--- src/ioexp_pkg.sv ---
package ioexp_pkg;

	localparam int unsigned NUM_PORTS = 3;
	localparam int unsigned PORT_W    = 8;
	localparam int unsigned PIN_COUNT = NUM_PORTS * PORT_W;

	// bus command codes
	localparam logic [1:0] CMD_WRITE = 2'd0;
	localparam logic [1:0] CMD_READ  = 2'd1;
	localparam logic [1:0] CMD_PIN   = 2'd2;
	localparam logic [1:0] CMD_NOP   = 2'd3;

	// register groups, pointer bits 3..2
	localparam logic [1:0] GRP_INPUT    = 2'd0;
	localparam logic [1:0] GRP_OUTPUT   = 2'd1;
	localparam logic [1:0] GRP_POLARITY = 2'd2;
	localparam logic [1:0] GRP_DIR      = 2'd3;

	localparam logic [7:0] DIR_RESET = 8'hFF;

	typedef logic [NUM_PORTS-1:0][PORT_W-1:0] port_bank_t;

	typedef struct packed {
		logic [1:0]  command;
		logic        start_req;
		logic [7:0]  control_byte;
		logic [7:0]  data;
		logic [31:0] pin_sel;
		logic        level;
	} item_t;

	typedef struct packed {
		logic [7:0] read_data;
		logic       int_pin_level;
		logic       int_event;
	} result_t;

	// controller to datapath
	typedef struct packed {
		logic load;
		logic exec;
	} ctl_cmd_t;

endpackage

--- src/io_expander_register_block_top.sv ---
// a request beat is captured on acceptance, executed in the execute state, and its result
// is registered and delivered in the response state, held there while rsp_stall holds
// the three-state controller takes a new beat only after the previous result is taken
// reset: arst_n asynchronous active low; clears all port registers, direction to 0xff,
// pointer, auto-increment and interrupt; no item in flight after reset
module io_expander_register_block_top (
	input  logic               clk,
	input  logic               arst_n,
	input  logic               req_valid,
	output logic               req_stall,
	input  ioexp_pkg::item_t   req_beat,
	output logic               rsp_valid,
	input  logic               rsp_stall,
	output ioexp_pkg::result_t rsp_beat
);

	// command bundle from the sequencer to the register datapath
	ioexp_pkg::ctl_cmd_t cmd;

	// sequencer: idle -> execute -> response, one beat at a time
	ioexp_ctrl u_ctrl (
		.clk       (clk),
		.arst_n    (arst_n),
		.req_valid (req_valid),
		.req_stall (req_stall),
		.rsp_valid (rsp_valid),
		.rsp_stall (rsp_stall),
		.cmd       (cmd)
	);

	// register file, pointer logic, pin update and interrupt evaluation
	ioexp_dp u_dp (
		.clk      (clk),
		.arst_n   (arst_n),
		.cmd      (cmd),
		.req_beat (req_beat),
		.rsp_beat (rsp_beat)
	);

endmodule

--- src/ioexp_ctrl.sv ---
module ioexp_ctrl (
	input  logic                clk,
	input  logic                arst_n,
	input  logic                req_valid,
	output logic                req_stall,
	output logic                rsp_valid,
	input  logic                rsp_stall,
	output ioexp_pkg::ctl_cmd_t cmd
);

	typedef enum logic [2:0] {
		S_IDLE = 3'b001,
		S_EXEC = 3'b010,
		S_RESP = 3'b100
	} state_t;

	state_t state_q, state_d;

	always_comb begin
		state_d = state_q;
		case (state_q)
			S_IDLE: begin
				if (req_valid) state_d = S_EXEC;
			end
			S_EXEC: state_d = S_RESP;
			S_RESP: begin
				if (!rsp_stall) state_d = S_IDLE;
			end
			default: state_d = S_IDLE;
		endcase
	end

	always_ff @(posedge clk or negedge arst_n) begin
		if (!arst_n) begin
			state_q <= S_IDLE;
		end else begin
			state_q <= state_d;
		end
	end

	assign req_stall = (state_q != S_IDLE);
	assign rsp_valid = (state_q == S_RESP);
	assign cmd.load  = (state_q == S_IDLE) && req_valid;
	assign cmd.exec  = (state_q == S_EXEC);

endmodule

--- src/ioexp_dp.sv ---
module ioexp_dp (
	input  logic                clk,
	input  logic                arst_n,
	input  ioexp_pkg::ctl_cmd_t cmd,
	input  ioexp_pkg::item_t    req_beat,
	output ioexp_pkg::result_t  rsp_beat
);

	ioexp_pkg::item_t      item_q;
	ioexp_pkg::result_t    result_q;
	ioexp_pkg::port_bank_t in_q, last_q, out_q, pol_q, dir_q;
	ioexp_pkg::port_bank_t in_d, last_d, out_d, pol_d, dir_d;
	logic                  int_q, int_d;
	logic [7:0]            ptr_q, ptr_d, ptr_cur;
	logic                  ainc_q, ainc_d, ainc_cur;

	logic [1:0]                         port;
	logic [1:0]                         grp;
	logic                               mapped;
	logic [ioexp_pkg::PIN_COUNT-1:0]    pin_low, pin_oh;
	logic                               reeval, want, ev;
	logic [7:0]                         rd;

	always_comb begin
		in_d    = in_q;
		last_d  = last_q;
		out_d   = out_q;
		pol_d   = pol_q;
		dir_d   = dir_q;
		ptr_d   = ptr_q;
		ainc_d  = ainc_q;
		reeval  = 1'b0;
		rd      = '0;
		ptr_cur = item_q.start_req ? {1'b0, item_q.control_byte[6:0]} : ptr_q;
		ainc_cur = item_q.start_req ? item_q.control_byte[7] : ainc_q;
		port    = ptr_cur[1:0];
		grp     = ptr_cur[3:2];
		mapped  = (ptr_cur[7:4] == 4'd0) && (port != 2'd3);
		// isolate lowest set bit among the real pins
		pin_low = item_q.pin_sel[ioexp_pkg::PIN_COUNT-1:0];
		pin_oh  = pin_low & (~pin_low + 1'b1);

		case (item_q.command)
			ioexp_pkg::CMD_WRITE: begin
				if (mapped) begin
					case (grp)
						ioexp_pkg::GRP_OUTPUT:   out_d[port] = item_q.data;
						ioexp_pkg::GRP_POLARITY: pol_d[port] = item_q.data;
						ioexp_pkg::GRP_DIR: begin
							dir_d[port] = item_q.data;
							reeval      = 1'b1;
						end
						default: ;
					endcase
				end
				ptr_d  = ainc_cur ? ptr_cur + 8'd1 : ptr_cur;
				ainc_d = ainc_cur;
			end
			ioexp_pkg::CMD_READ: begin
				if (mapped) begin
					case (grp)
						ioexp_pkg::GRP_INPUT: begin
							last_d[port] = in_q[port];
							rd           = in_q[port] ^ pol_q[port];
							reeval       = 1'b1;
						end
						ioexp_pkg::GRP_OUTPUT:   rd = out_q[port];
						ioexp_pkg::GRP_POLARITY: rd = pol_q[port];
						default:                 rd = dir_q[port];
					endcase
				end
				ptr_d  = ainc_cur ? ptr_cur + 8'd1 : ptr_cur;
				ainc_d = ainc_cur;
			end
			ioexp_pkg::CMD_PIN: begin
				if (pin_low != '0) begin
					in_d   = item_q.level ? (in_q | pin_oh) : (in_q & ~pin_oh);
					reeval = 1'b1;
				end
			end
			default: ;
		endcase

		want  = |((in_d ^ last_d) & dir_d);
		ev    = reeval && want && !int_q;
		int_d = reeval ? want : int_q;
	end

	always_ff @(posedge clk or negedge arst_n) begin
		if (!arst_n) begin
			in_q   <= '0;
			last_q <= '0;
			out_q  <= '0;
			pol_q  <= '0;
			dir_q  <= {ioexp_pkg::NUM_PORTS{ioexp_pkg::DIR_RESET}};
			int_q  <= 1'b0;
			ptr_q  <= '0;
			ainc_q <= 1'b0;
		end else if (cmd.exec) begin
			in_q   <= in_d;
			last_q <= last_d;
			out_q  <= out_d;
			pol_q  <= pol_d;
			dir_q  <= dir_d;
			int_q  <= int_d;
			ptr_q  <= ptr_d;
			ainc_q <= ainc_d;
		end
	end

	always_ff @(posedge clk) begin
		if (cmd.load) begin
			item_q <= req_beat;
		end
		if (cmd.exec) begin
			result_q.read_data     <= rd;
			result_q.int_pin_level <= ~int_d;
			result_q.int_event     <= ev;
		end
	end

	assign rsp_beat = result_q;

endmodule

--- config.mk ---
export PLATFORM = sky130hd
export DESIGN_NAME = io_expander_register_block_top
export DESIGN_NICKNAME = d
export VERILOG_FILES = /design/src/ioexp_pkg.sv /design/src/io_expander_register_block_top.sv /design/src/ioexp_ctrl.sv /design/src/ioexp_dp.sv
export SDC_FILE = /design/constraint.sdc
export NUM_CORES = 1
export LEC_CHECK = 0
export BUFFER_PORTS_ARGS = -buffer_cell sky130_fd_sc_hd__buf_2
export CORE_ASPECT_RATIO = 1.4
export CORE_UTILIZATION = 40
export DETAILED_ROUTE_END_ITERATION = 16
export PLACE_DENSITY = 0.66
export SETUP_SLACK_MARGIN = 0.2
export SYNTH_ARGS = -nofsm -noshare
export SYNTH_HDL_FRONTEND = slang
export SYNTH_SLANG_ARGS = --single-unit
--- constraint.sdc ---
create_clock -name clk -period 9.13 [get_ports clk]
set_input_delay 0.913 -clock clk [delete_from_list [all_inputs] [get_ports clk]]
set_output_delay 0.913 -clock clk [all_outputs]
set_load 0.02 [all_outputs]
==> reports/metrics.csv <==
metric;value;unit
ios;68;
cts_tree;done;
nNetsFinal;1007;
place_congestion;0.899;
worst_r2r_path_depth;13;
grt_pass1_wl;42300;µm
yosysUniqueCellTypes;72;
worstPathRequired;9.44;ns
post-route-period-util;50.9;%
crit_type;reg2reg;
io_buffers;59;
leakage;4.52;nW
startpoint_type;flop;
setup_violations;0;
rsz0062_at_grt;no;
worst_path_largest_cell_delay;0.64;ns
drc_errors;0;
clk_latency;0.45;ns
area_delta_synth_final;11.6;%
path_cells;buf_4 -> mux2i_2 -> buf_4 -> inv_1 -> ha_1 -> nor4_2 -> a22oi_4 -> nor4_4 -> mux2_2 -> nand3_1 -> o2111ai_1 -> nor4_1 -> a22o_1;
hold_viol;0;
drt_iter0_markers;475;
htreeDepth;4;
root_buffer;clkbuf_16;
dieHeight;189;µm
avgSynthCellArea;11.0;µm²
cp_max_fo;27;
yosysTopAreaCell;dfrtp_1;
status;finished clean;
max_freq;215;MHz
postSynthCellCount;911;
grt_overflow;0;
rows;68;
path_clk_slew;0.08;ns
synthTopCellsByArea;dfrtp_1, edfxtp_1, mux2_2;
via_count;7526;
yosysWarnings;0;
gr-usage-all-layers;22.2;%
grt_max_degree;84;
detailed_place_hpwl;19100;µm
ys_async_sr_fraction;71.1;%
dieWidth;136;µm
wirelength;27400;µm
ant_nets;0;
synth-seq-cells;187;
cap_violations;0;
grt_pass1_vias;7581;
syn_nets;971;
arrival;4.96;ns
avgViaCountPerCell;5.90;
clock-sinks;187;
drv_slew;0;
vdd_drop_max;0.000104;V
fill_cells;2315;
fp.dieArea;0.0257;mm²
synth-seq-area-share;49.6;%
hold_path.class;in2async;
antenna_found_initial;0;
layout-drive-gt1-share;25.6;%
hold_buffers;0;
synth.cells.most_frequent;nand2_1, dfrtp_1, mux2_2, o21ai_0, mux2i_1;
synth_top_area_share;26.9;%
wl_per_cell;21.5;µm
finalCriticalPeriod;4.65;ns
first_pass_iters;5;
synthFlopType;dfrtp_1;
postCtsSetupBuffers;0;
holdWs;0.414;ns
post-route-util;45.4;%
yosysMostFrequentCell;nand2_1;
initial_utilization;40.7;%
syn_area;0.0100;mm²
cts_buffers;17;
tns;0;ns
path_common_cell;buf_4;
synth-edff-count;54;
antenna_cells;0;
slew_headroom;26.0;%
cpMaxStageDelayCell;nor4_4;
clk_path_buf_depth;2;
power_density;227;mW/mm²
finClkSkew;0.0129;ns
critPathCaptureType;flop;
tightest_slew;1.11;ns
core_area;0.0247;mm²
ctsResizeCount;0;
[cells by family (layout without fill, tap and decap cells)]
kind of cell	after synthesis	after routing	synth area share (%)
buffers and inverters	69	118	2.89
DFF	187	187	49.6
adders and majority gates	4	4	0.499
xor gates and xnor gates	20	20	1.75
muxes	148	148	15.9
AOI/OAI and AO/OA	215	215	15.0
and+or+nand+nor	268	268	14.3
[flip-flops by register name, indices dropped and copies added (netlist names), named ones only]
signal          flops
u_dp.ptr_q          8
u_dp.out_q         24
u_dp.item_q        44
u_dp.pol_q         24
u_dp.in_q          24
u_ctrl.state_q      3
u_dp.ainc_q         1
u_dp.dir_q         24
u_dp.rsp_beat      10
u_dp.last_q        24
[final timing paths]
kind / from / endpoint / slack, ns
max reg2reg: u_dp.item_q[49] / u_dp.rsp_beat[1] / 4.48
max: u_dp.item_q[49] / u_dp.rsp_beat[1] / 4.48
min: arst_n / u_dp.out_q[19] / 0.41
max in group asynchronous: arst_n / u_dp.last_q[21] / 7.23
min in group clk: u_dp.last_q[12] / u_dp.last_q[12] / 0.49
min reg2reg: u_dp.last_q[12] / u_dp.last_q[12] / 0.49
[stage by stage]
| stage | worst slack [ns] | instance area (µm²) | std cells | total power [W] |
|---|---|---|---|---|
| final | 4.48 | 11200 | 1275 | 0.00254 |
| after CTS | 4.49 | 11200 | 1275 | 0.00256 |
| after detailed placement | 4.51 | 10600 | 1243 | 0.00179 |
| after global placement | 4.59 | 10600 | 1243 | 0.00178 |
| after floorplan | 5.22 | 10000 | 911 | 0.00155 |
| after global routing | 4.22 | 11200 | 1275 | 0.00265 |
[per-layer routing]
layer	GRT usage, %	part of all wire (%)
met4	13.0	4.8
met1	25.2	39
met5	0	0
met3	3.37	4.6
met2	39.0	52
[where the power goes]
| part | internal, W | leakage (nW) | switching, W |
|---|---|---|---|
| Clock | 0.000394 | 0.293 | 0.000366 |
| Sequential | 0.000993 | 2.26 | 0.000120 |
| Combinational | 0.000197 | 1.97 | 0.000469 |
| Total | 0.00158 | 4.52 | 0.000955 |
[layout make-up]
class | instances | area [µm²] | area share (%)
clock inverter | 14 | 178 | 1.59
inverter | 14 | 52.6 | 0.469
clock buffer | 18 | 429 | 3.83
sequential | 187 | 4980 | 44.5
multi-input combinational | 655 | 4770 | 42.6
tap | 315 | 394 | 3.52
timing repair buffer | 72 | 399 | 3.56
[cells in the final DEF (no fill, tap or decap), types with 4 or more instances in the layout]
master / instances
o2111ai_1: 6
nand3_1: 34
xnor2_1: 19
inv_1: 12
o31a_1: 5
nor4_2: 5
o2bb2ai_1: 4
a31oi_1: 14
nor2_1: 30
mux2_1: 4
nand4_1: 10
a211o_1: 9
nand2_1: 121
a21oi_1: 8
nor4_1: 7
ha_1: 4
o2bb2a_1: 5
dfrtp_1: 108
mux2i_1: 54
buf_2: 58
nand3b_1: 4
nor2b_1: 5
nor3_1: 13
mux2_2: 88
o31ai_1: 18
clkbuf_16: 17
dfstp_2: 25
a221oi_1: 15
a22oi_1: 5
inv_8: 5
o21ai_0: 81
edfxtp_1: 54
buf_4: 13
a211oi_1: 6
and2_1: 4
nor3b_1: 5
a2111oi_0: 11
o211ai_1: 10
[critical path: cells and delay by family (launching register included)]
family	cells	cell delay, ns
AOI/OAI and AO/OA	3	0.72
adders and majority gates	1	0.27
buffers and inverters	3	0.78
DFF	1	0.32
muxes	2	0.70
and+or+nand+nor	4	1.70
Note: power is estimated with default switching activity, not from simulation.
